`src/hdl/iste_pkg.sv`:
```
// Shared types, constants and the month table for the timestamp-to-epoch block.
// No dependencies; used by iste_parse, iste_calc and iso_timestamp_to_epoch.
`default_nettype none

package iste_pkg;

  // Character codes
  localparam logic [7:0] CHAR_ZERO  = 8'h30;
  localparam logic [7:0] CHAR_NINE  = 8'h39;
  localparam logic [7:0] CHAR_MINUS = 8'h2D;

  // Layout of "YYYY-MM-DDTHH:MM:SS+HH:MM": first position of each field
  localparam int unsigned POS_W = 5;
  localparam logic [POS_W-1:0] POS_YEAR   = 5'd0;
  localparam logic [POS_W-1:0] POS_YEAR_END = 5'd3;
  localparam logic [POS_W-1:0] POS_MONTH  = 5'd5;
  localparam logic [POS_W-1:0] POS_DAY    = 5'd8;
  localparam logic [POS_W-1:0] POS_HOUR   = 5'd11;
  localparam logic [POS_W-1:0] POS_MINUTE = 5'd14;
  localparam logic [POS_W-1:0] POS_SECOND = 5'd17;
  localparam logic [POS_W-1:0] POS_SIGN   = 5'd19;
  localparam logic [POS_W-1:0] POS_ZHOUR  = 5'd20;
  localparam logic [POS_W-1:0] POS_ZMIN   = 5'd23;
  localparam logic [POS_W-1:0] LAST_POS   = 5'd24;

  // Field widths
  localparam int unsigned YEAR_W = 14;
  localparam int unsigned FLD_W  = 7;
  localparam int unsigned DAYS_W = 13;  // signed day count, -1 .. 4095
  localparam int unsigned Q_W    = 8;   // year / 100 for a 14-bit year

  // Calendar and time constants
  localparam logic [YEAR_W-1:0] EPOCH_YEAR = 14'd1970;
  localparam logic [YEAR_W-1:0] LEAP_BASE_YEAR = 14'd1972;
  localparam logic [YEAR_W-1:0] CENTURY = 14'd100;
  localparam logic [DAYS_W-1:0] LEAP_Q4_BASE   = 13'd492;  // 1971 / 4
  localparam logic [DAYS_W-1:0] LEAP_Q100_BASE = 13'd19;   // 1971 / 100
  localparam logic [DAYS_W-1:0] LEAP_Q400_BASE = 13'd4;    // 1971 / 400
  localparam logic [31:0] SECS_PER_YEAR = 32'd31536000;
  localparam logic [31:0] SECS_PER_DAY  = 32'd86400;
  localparam logic [19:0] SECS_PER_HOUR = 20'd3600;
  localparam logic [19:0] SECS_PER_MIN  = 20'd60;

  // floor(n / 100) = (n * 5243) >> 19 for every n below 43699
  localparam logic [12:0] DIV100_MUL = 13'd5243;
  localparam int unsigned DIV100_SHIFT = 19;

  // Parsed digit fields after the current character
  typedef struct packed {
    logic [YEAR_W-1:0] year;
    logic [FLD_W-1:0]  month;
    logic [FLD_W-1:0]  day;
    logic [FLD_W-1:0]  hour;
    logic [FLD_W-1:0]  minute;
    logic [FLD_W-1:0]  second;
    logic              zone_neg;
    logic [FLD_W-1:0]  zone_hours;
    logic [FLD_W-1:0]  zone_minutes;
    logic              err;
  } fields_t;

  // Days in the months before month m (1..12); other codes give zero
  function automatic logic [8:0] days_before_month(logic [3:0] m);
    logic [8:0] d;
    case (m)
      4'd1:    d = 9'd0;
      4'd2:    d = 9'd31;
      4'd3:    d = 9'd59;
      4'd4:    d = 9'd90;
      4'd5:    d = 9'd120;
      4'd6:    d = 9'd151;
      4'd7:    d = 9'd181;
      4'd8:    d = 9'd212;
      4'd9:    d = 9'd243;
      4'd10:   d = 9'd273;
      4'd11:   d = 9'd304;
      4'd12:   d = 9'd334;
      default: d = 9'd0;
    endcase
    return d;
  endfunction

endpackage

`default_nettype wire

```
`src/hdl/iso_timestamp_to_epoch.sv`:
```
// Top level: timestamp character parser, epoch arithmetic pipeline, result register.
// Depends on iste_pkg, iste_parse and iste_calc.
`default_nettype none

// Takes the text "YYYY-MM-DDTHH:MM:SS+HH:MM" one character per transfer, at up to
// one character per clock, and after the 25th character delivers seconds since
// 1970 plus the zone offset, with a format error flag. in_start_req marks the
// first character and drops any partial timestamp; after the last character the
// position wraps to zero by itself. After the last character the result moves
// through the calc stages to the output register. Characters keep flowing while a
// result waits on the output; only the last character of the next timestamp is
// held off until the previous result has left the pipeline and the output
// register, so a stalled consumer stalls the input at most at that one character.
module iso_timestamp_to_epoch (
  input  logic               clk,
  input  logic               rst_n,
  input  logic               in_valid,
  output logic               in_ready,
  input  logic [7:0]         in_ch,
  input  logic               in_start_req,
  output logic               out_valid,
  input  logic               out_ready,
  output logic signed [31:0] out_epoch_seconds,
  output logic               out_format_error
);

  logic [iste_pkg::POS_W-1:0] pos;
  iste_pkg::fields_t          fields_nxt;
  logic                       in_xfer;
  logic                       at_last;
  logic                       launch;
  logic [3:0]                 stage_valid;
  logic                       res_valid;
  logic [31:0]                res_epoch;
  logic                       res_err;

  logic                       out_valid_r;
  logic [31:0]                out_epoch_r;
  logic                       out_err_r;

  assign at_last  = (pos == iste_pkg::LAST_POS);
  // Hold the last character while a result is still in flight
  assign in_ready = !(at_last && ((|stage_valid) || out_valid_r));
  assign in_xfer  = in_valid && in_ready;
  assign launch   = in_xfer && !in_start_req && at_last;

  iste_parse u_parse (
    .clk        (clk),
    .rst_n      (rst_n),
    .xfer       (in_xfer),
    .ch         (in_ch),
    .start_req  (in_start_req),
    .pos_o      (pos),
    .fields_nxt (fields_nxt)
  );

  iste_calc u_calc (
    .clk         (clk),
    .rst_n       (rst_n),
    .launch      (launch),
    .fields      (fields_nxt),
    .stage_valid (stage_valid),
    .res_valid   (res_valid),
    .res_epoch   (res_epoch),
    .res_err     (res_err)
  );

  always_ff @(posedge clk) begin
    if (!rst_n) begin
      out_valid_r <= 1'b0;
    end else if (res_valid) begin
      out_valid_r <= 1'b1;
    end else if (out_ready) begin
      out_valid_r <= 1'b0;
    end
  end

  always_ff @(posedge clk) begin
    if (res_valid) begin
      out_epoch_r <= res_epoch;
      out_err_r   <= res_err;
    end
  end

  assign out_valid         = out_valid_r;
  assign out_epoch_seconds = $signed(out_epoch_r);
  assign out_format_error  = out_err_r;

`ifndef SYNTHESIS
  a_no_overwrite: assert property (@(posedge clk) disable iff (!rst_n)
    res_valid |-> !out_valid_r)
    else $error("result arrived while the output register was full");

  a_single_flight: assert property (@(posedge clk) disable iff (!rst_n)
    $onehot0({stage_valid, out_valid_r}))
    else $error("more than one result in flight");

  a_latency: assert property (@(posedge clk) disable iff (!rst_n)
    launch |-> ##4 res_valid)
    else $error("pipeline latency broken");

  a_pos_range: assert property (@(posedge clk) disable iff (!rst_n)
    pos <= iste_pkg::LAST_POS)
    else $error("character position out of range");
`endif

endmodule

`default_nettype wire

```
`src/hdl/iste_parse.sv`:
```
// Character position counter and digit field capture for the timestamp text.
// Depends on iste_pkg (layout positions, character codes, fields_t).
`default_nettype none

module iste_parse (
  input  logic                          clk,
  input  logic                          rst_n,
  input  logic                          xfer,
  input  logic [7:0]                    ch,
  input  logic                          start_req,
  output logic [iste_pkg::POS_W-1:0]    pos_o,
  output iste_pkg::fields_t             fields_nxt
);

  typedef enum logic [3:0] {
    FLD_NONE,
    FLD_YEAR,
    FLD_MONTH,
    FLD_DAY,
    FLD_HOUR,
    FLD_MINUTE,
    FLD_SECOND,
    FLD_SIGN,
    FLD_ZHOUR,
    FLD_ZMIN
  } field_sel_t;

  logic [iste_pkg::POS_W-1:0] pos_r;
  logic [iste_pkg::POS_W-1:0] pos_nxt;
  logic [iste_pkg::POS_W-1:0] pos;
  iste_pkg::fields_t          fields_r;
  field_sel_t                 sel;
  logic                       first;
  logic                       is_digit;
  logic [3:0]                 digit;

  function automatic logic [iste_pkg::YEAR_W-1:0] push_year(
    logic [iste_pkg::YEAR_W-1:0] f, logic [3:0] d, logic first_dig);
    logic [iste_pkg::YEAR_W+3:0] t;
    t = ({4'b0, f} << 3) + ({4'b0, f} << 1) + {{iste_pkg::YEAR_W{1'b0}}, d};
    return first_dig ? {{(iste_pkg::YEAR_W-4){1'b0}}, d} : t[iste_pkg::YEAR_W-1:0];
  endfunction

  function automatic logic [iste_pkg::FLD_W-1:0] push_fld(
    logic [iste_pkg::FLD_W-1:0] f, logic [3:0] d, logic first_dig);
    logic [iste_pkg::FLD_W+3:0] t;
    t = ({4'b0, f} << 3) + ({4'b0, f} << 1) + {{iste_pkg::FLD_W{1'b0}}, d};
    return first_dig ? {{(iste_pkg::FLD_W-4){1'b0}}, d} : t[iste_pkg::FLD_W-1:0];
  endfunction

  always_comb begin
    pos      = start_req ? '0 : pos_r;
    is_digit = (ch >= iste_pkg::CHAR_ZERO) && (ch <= iste_pkg::CHAR_NINE);
    digit    = is_digit ? ch[3:0] : 4'd0;

    // Map position to field; the first digit of a field replaces it
    sel   = FLD_NONE;
    first = 1'b0;
    if (pos <= iste_pkg::POS_YEAR_END) begin
      sel   = FLD_YEAR;
      first = (pos == iste_pkg::POS_YEAR);
    end else if (pos == iste_pkg::POS_MONTH || pos == iste_pkg::POS_MONTH + 5'd1) begin
      sel   = FLD_MONTH;
      first = (pos == iste_pkg::POS_MONTH);
    end else if (pos == iste_pkg::POS_DAY || pos == iste_pkg::POS_DAY + 5'd1) begin
      sel   = FLD_DAY;
      first = (pos == iste_pkg::POS_DAY);
    end else if (pos == iste_pkg::POS_HOUR || pos == iste_pkg::POS_HOUR + 5'd1) begin
      sel   = FLD_HOUR;
      first = (pos == iste_pkg::POS_HOUR);
    end else if (pos == iste_pkg::POS_MINUTE || pos == iste_pkg::POS_MINUTE + 5'd1) begin
      sel   = FLD_MINUTE;
      first = (pos == iste_pkg::POS_MINUTE);
    end else if (pos == iste_pkg::POS_SECOND || pos == iste_pkg::POS_SECOND + 5'd1) begin
      sel   = FLD_SECOND;
      first = (pos == iste_pkg::POS_SECOND);
    end else if (pos == iste_pkg::POS_SIGN) begin
      sel   = FLD_SIGN;
    end else if (pos == iste_pkg::POS_ZHOUR || pos == iste_pkg::POS_ZHOUR + 5'd1) begin
      sel   = FLD_ZHOUR;
      first = (pos == iste_pkg::POS_ZHOUR);
    end else if (pos == iste_pkg::POS_ZMIN || pos == iste_pkg::LAST_POS) begin
      sel   = FLD_ZMIN;
      first = (pos == iste_pkg::POS_ZMIN);
    end

    fields_nxt = fields_r;
    if (pos == '0) begin
      fields_nxt.err = 1'b0;
    end
    if (sel != FLD_NONE && sel != FLD_SIGN && !is_digit) begin
      fields_nxt.err = 1'b1;
    end

    case (sel)
      FLD_YEAR:   fields_nxt.year   = push_year(fields_r.year, digit, first);
      FLD_MONTH:  fields_nxt.month  = push_fld(fields_r.month, digit, first);
      FLD_DAY:    fields_nxt.day    = push_fld(fields_r.day, digit, first);
      FLD_HOUR:   fields_nxt.hour   = push_fld(fields_r.hour, digit, first);
      FLD_MINUTE: fields_nxt.minute = push_fld(fields_r.minute, digit, first);
      FLD_SECOND: fields_nxt.second = push_fld(fields_r.second, digit, first);
      FLD_SIGN:   fields_nxt.zone_neg = (ch == iste_pkg::CHAR_MINUS);
      FLD_ZHOUR:  fields_nxt.zone_hours = push_fld(fields_r.zone_hours, digit, first);
      FLD_ZMIN:   fields_nxt.zone_minutes = push_fld(fields_r.zone_minutes, digit, first);
      default:    ;
    endcase

    // Wrap to the start after the last character
    pos_nxt = (pos == iste_pkg::LAST_POS) ? '0 : pos + 5'd1;
  end

  always_ff @(posedge clk) begin
    if (!rst_n) begin
      pos_r    <= '0;
      fields_r <= '0;
    end else if (xfer) begin
      pos_r    <= pos_nxt;
      fields_r <= fields_nxt;
    end
  end

  assign pos_o = pos_r;

endmodule

`default_nettype wire

```
`src/hdl/iste_calc.sv`:
```
// Four-stage epoch arithmetic: year seconds, leap days, day seconds, final sum.
// Depends on iste_pkg (fields_t, calendar constants, month table).
`default_nettype none

module iste_calc (
  input  logic               clk,
  input  logic               rst_n,
  input  logic               launch,
  input  iste_pkg::fields_t  fields,
  output logic [3:0]         stage_valid,
  output logic               res_valid,
  output logic [31:0]        res_epoch,
  output logic               res_err
);

  // Stage 1: captured fields
  logic              v1_r;
  iste_pkg::fields_t f1_r;

  // Stage 1 -> 2
  logic [iste_pkg::YEAR_W-1:0]   ym1;
  logic [iste_pkg::YEAR_W+12:0]  prod_y;
  logic [iste_pkg::YEAR_W+12:0]  prod_l;
  logic [31:0]                   ysecs_nxt;
  logic [19:0]                   hms;
  logic [19:0]                   zone_mag;
  logic [31:0]                   hz_nxt;
  logic                          month_ok;

  logic                          v2_r;
  logic [iste_pkg::YEAR_W-1:0]   y2_r;
  logic [iste_pkg::Q_W-1:0]      qy2_r;
  logic [iste_pkg::Q_W-1:0]      ql2_r;
  logic [31:0]                   ysecs2_r;
  logic [31:0]                   hz2_r;
  logic                          month_ok2_r;
  logic                          month_gt2_2_r;
  logic [8:0]                    dbm2_r;
  logic [iste_pkg::FLD_W-1:0]    day2_r;
  logic                          err2_r;

  // Stage 2 -> 3
  logic [iste_pkg::YEAR_W-1:0]   ym1_2;
  logic [iste_pkg::YEAR_W-1:0]   cent_y;
  logic                          leap_y;
  logic [iste_pkg::DAYS_W-1:0]   leap_days;
  logic [iste_pkg::DAYS_W-1:0]   month_days;
  logic [iste_pkg::DAYS_W-1:0]   days_nxt;

  logic                          v3_r;
  logic [iste_pkg::DAYS_W-1:0]   days3_r;
  logic [31:0]                   rest3_r;
  logic                          err3_r;

  // Stage 3 -> 4
  logic [31:0]                   day_secs_nxt;

  logic                          v4_r;
  logic [31:0]                   day_secs4_r;
  logic [31:0]                   rest4_r;
  logic                          err4_r;

  always_comb begin
    ym1       = f1_r.year - 14'd1;
    prod_y    = {13'b0, f1_r.year} * {14'b0, iste_pkg::DIV100_MUL};
    prod_l    = {13'b0, ym1} * {14'b0, iste_pkg::DIV100_MUL};
    ysecs_nxt = ({18'b0, f1_r.year} - {18'b0, iste_pkg::EPOCH_YEAR})
                * iste_pkg::SECS_PER_YEAR;
    hms       = 20'(f1_r.hour) * iste_pkg::SECS_PER_HOUR
              + 20'(f1_r.minute) * iste_pkg::SECS_PER_MIN
              + 20'(f1_r.second);
    zone_mag  = 20'(f1_r.zone_hours) * iste_pkg::SECS_PER_HOUR
              + 20'(f1_r.zone_minutes) * iste_pkg::SECS_PER_MIN;
    // A negative zone counts only with a nonzero zone hour
    if (f1_r.zone_neg && f1_r.zone_hours != '0) begin
      hz_nxt = 32'(hms) - 32'(zone_mag);
    end else begin
      hz_nxt = 32'(hms) + 32'(zone_mag);
    end
    month_ok = (f1_r.month >= 7'd1) && (f1_r.month <= 7'd12);
  end

  always_comb begin
    ym1_2  = y2_r - 14'd1;
    cent_y = 14'({6'b0, qy2_r} * iste_pkg::CENTURY);
    leap_y = (y2_r[1:0] == 2'b00) && ((y2_r != cent_y) || (qy2_r[1:0] == 2'b00));

    // Leap years from 1972 up to the year before this one
    if (y2_r <= iste_pkg::LEAP_BASE_YEAR) begin
      leap_days = '0;
    end else begin
      leap_days = {1'b0, ym1_2[iste_pkg::YEAR_W-1:2]} - iste_pkg::LEAP_Q4_BASE
                - {5'b0, ql2_r} + iste_pkg::LEAP_Q100_BASE
                + {7'b0, ql2_r[iste_pkg::Q_W-1:2]} - iste_pkg::LEAP_Q400_BASE;
    end

    if (month_ok2_r) begin
      month_days = {4'b0, dbm2_r} + {12'b0, month_gt2_2_r && leap_y};
    end else begin
      month_days = '0;
    end

    // day - 1 may go to -1; the count stays a signed 13-bit value
    days_nxt = leap_days + month_days + {6'b0, day2_r} - 13'd1;
  end

  assign day_secs_nxt = {{(32-iste_pkg::DAYS_W){days3_r[iste_pkg::DAYS_W-1]}}, days3_r}
                        * iste_pkg::SECS_PER_DAY;

  always_ff @(posedge clk) begin
    if (!rst_n) begin
      v1_r <= 1'b0;
      v2_r <= 1'b0;
      v3_r <= 1'b0;
      v4_r <= 1'b0;
    end else begin
      v1_r <= launch;
      v2_r <= v1_r;
      v3_r <= v2_r;
      v4_r <= v3_r;
    end
  end

  always_ff @(posedge clk) begin
    if (launch) begin
      f1_r <= fields;
    end
    y2_r          <= f1_r.year;
    qy2_r         <= prod_y[iste_pkg::DIV100_SHIFT +: iste_pkg::Q_W];
    ql2_r         <= prod_l[iste_pkg::DIV100_SHIFT +: iste_pkg::Q_W];
    ysecs2_r      <= ysecs_nxt;
    hz2_r         <= hz_nxt;
    month_ok2_r   <= month_ok;
    month_gt2_2_r <= (f1_r.month > 7'd2);
    dbm2_r        <= iste_pkg::days_before_month(f1_r.month[3:0]);
    day2_r        <= f1_r.day;
    err2_r        <= f1_r.err | ~month_ok;

    days3_r <= days_nxt;
    rest3_r <= ysecs2_r + hz2_r;
    err3_r  <= err2_r;

    day_secs4_r <= day_secs_nxt;
    rest4_r     <= rest3_r;
    err4_r      <= err3_r;
  end

  assign stage_valid = {v4_r, v3_r, v2_r, v1_r};
  assign res_valid   = v4_r;
  assign res_epoch   = day_secs4_r + rest4_r;
  assign res_err     = err4_r;

endmodule

`default_nettype wire

```
`config.mk`:
```
export PLATFORM = sky130hd
export DESIGN_NAME = iso_timestamp_to_epoch
export DESIGN_NICKNAME = d
export VERILOG_FILES = /design/src/hdl/iste_pkg.sv /design/src/hdl/iso_timestamp_to_epoch.sv /design/src/hdl/iste_parse.sv /design/src/hdl/iste_calc.sv
export SDC_FILE = /design/constraint.sdc
export NUM_CORES = 2
export LEC_CHECK = 0
export BUFFER_PORTS_ARGS = -buffer_cell sky130_fd_sc_hd__buf_2
export CORE_MARGIN = 3
export CORE_UTILIZATION = 55
export DETAILED_ROUTE_END_ITERATION = 8
export GPL_ROUTABILITY_DRIVEN = 0
export GPL_TIMING_DRIVEN = 0
export HOLD_SLACK_MARGIN = 0.02
export PLACE_DENSITY = 0.71
export SYNTH_ARGS = -nofsm -noshare
export SYNTH_HDL_FRONTEND = slang
export SYNTH_SLANG_ARGS = --single-unit
export TNS_END_PERCENT = 30
```
`constraint.sdc`:
```
create_clock -name clk -period 6.2 [get_ports clk]
set_input_delay 0.62 -clock clk [delete_from_list [all_inputs] [get_ports clk]]
set_output_delay 0.62 -clock clk [all_outputs]
set_load 0.02 [all_outputs]
```
==> impl_metrics.yaml <==
final_layout:
  regArea_um2: 8440
  final_cell_area_um2: 42500
  multi_input_area_um2: 27600
  final_nets: 5077
  antenna_cells: 0
  area_delta_synth_final_pct: 13.8
  drive_gt1_share_pct: 11.7
  fillCellCount: 5156
yosys:
  yosysWarnings: 0
  async_flop_share_pct: 0
  yosys.area.top_type: "ha_1"
  synth_edf_count: 98
  yosysSeqAreaShare_pct: 22.6
  yosys-top-cells-area: "ha_1, fa_1, dfxtp_1"
  synth.top_cell.area_share_pct: 25.0
  synthesis.area_um2: 37300
  syn_avg_cell_area_um2: 9.79
  ys_seq_elements: 372
  ys_types: 90
  syn_nets: 4879
  synth_cells: 3816
  yosysMostFrequentCell: "ha_1"
  yosys_most_used_dff: "dfxtp_1"
  synthTopCellsByCount: "ha_1, inv_1, fa_1"
routing:
  wl_per_cell_um: 16.9
  firstDrtPassIters: 5
  drt_wl_total_um: 83200
  final_antenna_net_count: 0
  dr_wl_met2_um: 39600
  vias_per_cell: 5.42
  highest_layer: "met4"
  drt_iter0_markers: 1301
  vias: 26623
  met1_length_um: 36500
  drc: 0
  met3WireLength_um: 4120
clock_tree:
  clk_latency_ns: 0.59
  cts_made_buffers: 43
  path_clk_slew_ns: 0.06
  hold_buffers: 0
  htree_num_levels: 2
  cts_tree: "built"
  cts_buffer_depth: 3
  root_buffer: "clkbuf_16"
  clock_sinks: 372
setup_path:
  worstPathMaxFanout: 4
  r2r_start: "u_calc.qy2_r[1]"
  crit_required_ns: 6.68
  arrival_ns: 6.75
  critical_path_class: "reg2reg"
  path_common_cell: "ha_4"
  slowest_delay_ns: 0.55
  endpoint_kind: "flop"
  crit_slowest_cell: "fa_1"
  critPathLaunch: "u_calc.qy2_r[1]"
  startpoint_type: "flop"
power:
  seq_power_share_pct: 47.2
  switching_share_pct: 22.6
  clockPowerShare_pct: 50.1
  peakVddDrop_v: 0.000220
  power.leakage_nw: 21.1
  combPwrFrac_pct: 2.7
  p_int_mw: 4.10
  power_density_nw_per_um2: 125
  power_switching_mw: 1.20
hold_path:
  hold_class: "reg2reg"
  hp-start: "u_calc.rest3_r[21]"
place:
  port_buffers: 46
  placed_area_um2: 38800
  hpwl_um: 61900
  pre_cts_slack_ns: -1.12
grt:
  grt_pass1_wl_um: 132000
  track_usage_pct: 22.8
  grt_pass1_vias: 26824
  globalRouteOverflowTotal: 0
  grt_max_degree: 67
  grt_antenna_before_repair: 1
timing:
  report.final.setup_viol: 3
  fmax_mhz: 160
  finalHoldViolCount: 0
  finalCritPeriodShare_pct: 101
  min_period_ns: 6.27
  skew_ns: 0.0288
  slew_viol_final: 0
  slew_headroom_pct: 6.77
  fin_ws_ns: -0.0681
  tightest_slew_ns: 1.38
  grt_setup_unrepaired: "yes"
run_status:
  violations: "negative setup slack"
  status: "complete, but fails checks"
die:
  die-area_um2: 71100
  ios: 48
  row_count: 94
  initial_core_util_pct: 56.2
  die_h_um: 267
  coreArea_um2: 66500
  die_x_um: 267
flow_run:
  cap_violations: 0
[final cells by class]
cell class / count / share of cell area [%]
Multi-Input combinational cell: 2745 / 65.0
Sequential cell: 372 / 19.9
Timing Repair Buffer: 155 / 2.69
Inverter: 635 / 5.72
Tap cell: 864 / 2.54
Buffer: 62 / 0.627
Clock inverter: 28 / 0.665
Clock buffer: 52 / 2.88
[what timing repair did]
action,CTS,global route
buffers inserted,57,51
pin swaps,41,103
endpoints found under the hold margin,0,0
endpoints found under the setup margin,30,25
gates resized for setup,97,140
[kinds of logic (layout without fill, tap and decap cells)]
logic type / count (synthesis) / count (layout) / share of synthesized area [%]
fa+ha+maj: 1050 / 1050 / 41.3
buf+inv: 699 / 932 / 7.12
compound gates: 683 / 683 / 12.2
simple gates: 674 / 674 / 8.78
flops: 372 / 372 / 22.6
xor+xnor: 324 / 324 / 7.64
mux: 14 / 14 / 0.429
[metal layers]
metal,track usage [%],up-vias
li1,-,13241
met1,29.6,12621
met2,39.3,565
met3,3.54,196
met4,6.79,0
met5,0,-
[power groups by stage]
stage | Combinational [mW] | Clock [mW] | Sequential, mW
final | 0.142 | 2.65 | 2.50
after global routing | 0.157 | 2.80 | 2.50
after CTS | 0.142 | 2.72 | 2.50
after detailed placement | 0.141 | 0 | 2.56
after global placement | 0.137 | 0 | 2.56
after floorplan | 0.0999 | 0 | 2.55
[path summary, 6_finish.rpt]
| kind | slack [ns] | end | cells past startpoint |
|---|---|---|---|
| worst max-delay path | -0.07 | u_calc.days3_r[12] | 28 |
| worst min-delay path | 0.32 | u_calc.rest4_r[21] | 0 |
| worst max register to register | -0.07 | u_calc.days3_r[12] | 28 |
| worst min register to register | 0.32 | u_calc.rest4_r[21] | 0 |
[state kept, by name, summed over array words and instances, names as in the netlist, 9 cells and up]
name / count
out_epoch_seconds: 32
u_calc.day_secs4_r: 25
u_calc.days3_r: 13
u_calc.dbm2_r: 9
u_calc.f1_r: 65
u_calc.hz2_r: 22
u_calc.rest3_r: 32
u_calc.rest4_r: 32
u_calc.y2_r: 14
u_calc.ysecs2_r: 24
u_parse.fields_r: 65
[layout by cell type (no fill, tap or decap), drive strengths merged, types with 26 or more instances in the layout]
| cell | n |
|---|---|
| nor2b | 34 |
| xor2 | 81 |
| buf | 173 |
| clkbuf | 96 |
| nor2 | 169 |
| o211a | 33 |
| nand3 | 40 |
| nand2b | 32 |
| o21ai | 144 |
| inv | 635 |
| a21oi | 197 |
| edfxtp | 98 |
| nand2 | 214 |
| a21boi | 27 |
| ha | 745 |
| dfxtp | 274 |
| a21o | 77 |
| fa | 305 |
| xnor2 | 242 |
| and3 | 26 |
| nor3 | 53 |
[through the flow]
stage	utilization [%]	power [mW]	cells	hold slack [ns]	setup TNS [ns]
global placement	58.3	2.69	4726	0.310	-16.86
finish	63.9	5.30	4913	0.322	-0.0827
global route	63.9	5.46	4913	0.330	-1.78
detailed placement	58.4	2.70	4727	0.312	-18.60
floorplan	-	2.65	3816	0.310	-0.0101
CTS	62.2	5.36	4864	0.322	0
[critical path, delay by kind of cell, from the launching register on]
family | cells | cell delay [ns]
adder cells (fa/ha/maj) | 9 | 2.56
buffers and inverters | 3 | 0.16
AO/OA/AOI/OAI | 8 | 1.50
XOR/XNOR | 3 | 0.52
AND/OR/NAND/NOR | 5 | 1.08
flip-flops | 1 | 0.38
(Power assumes the default switching activity.)
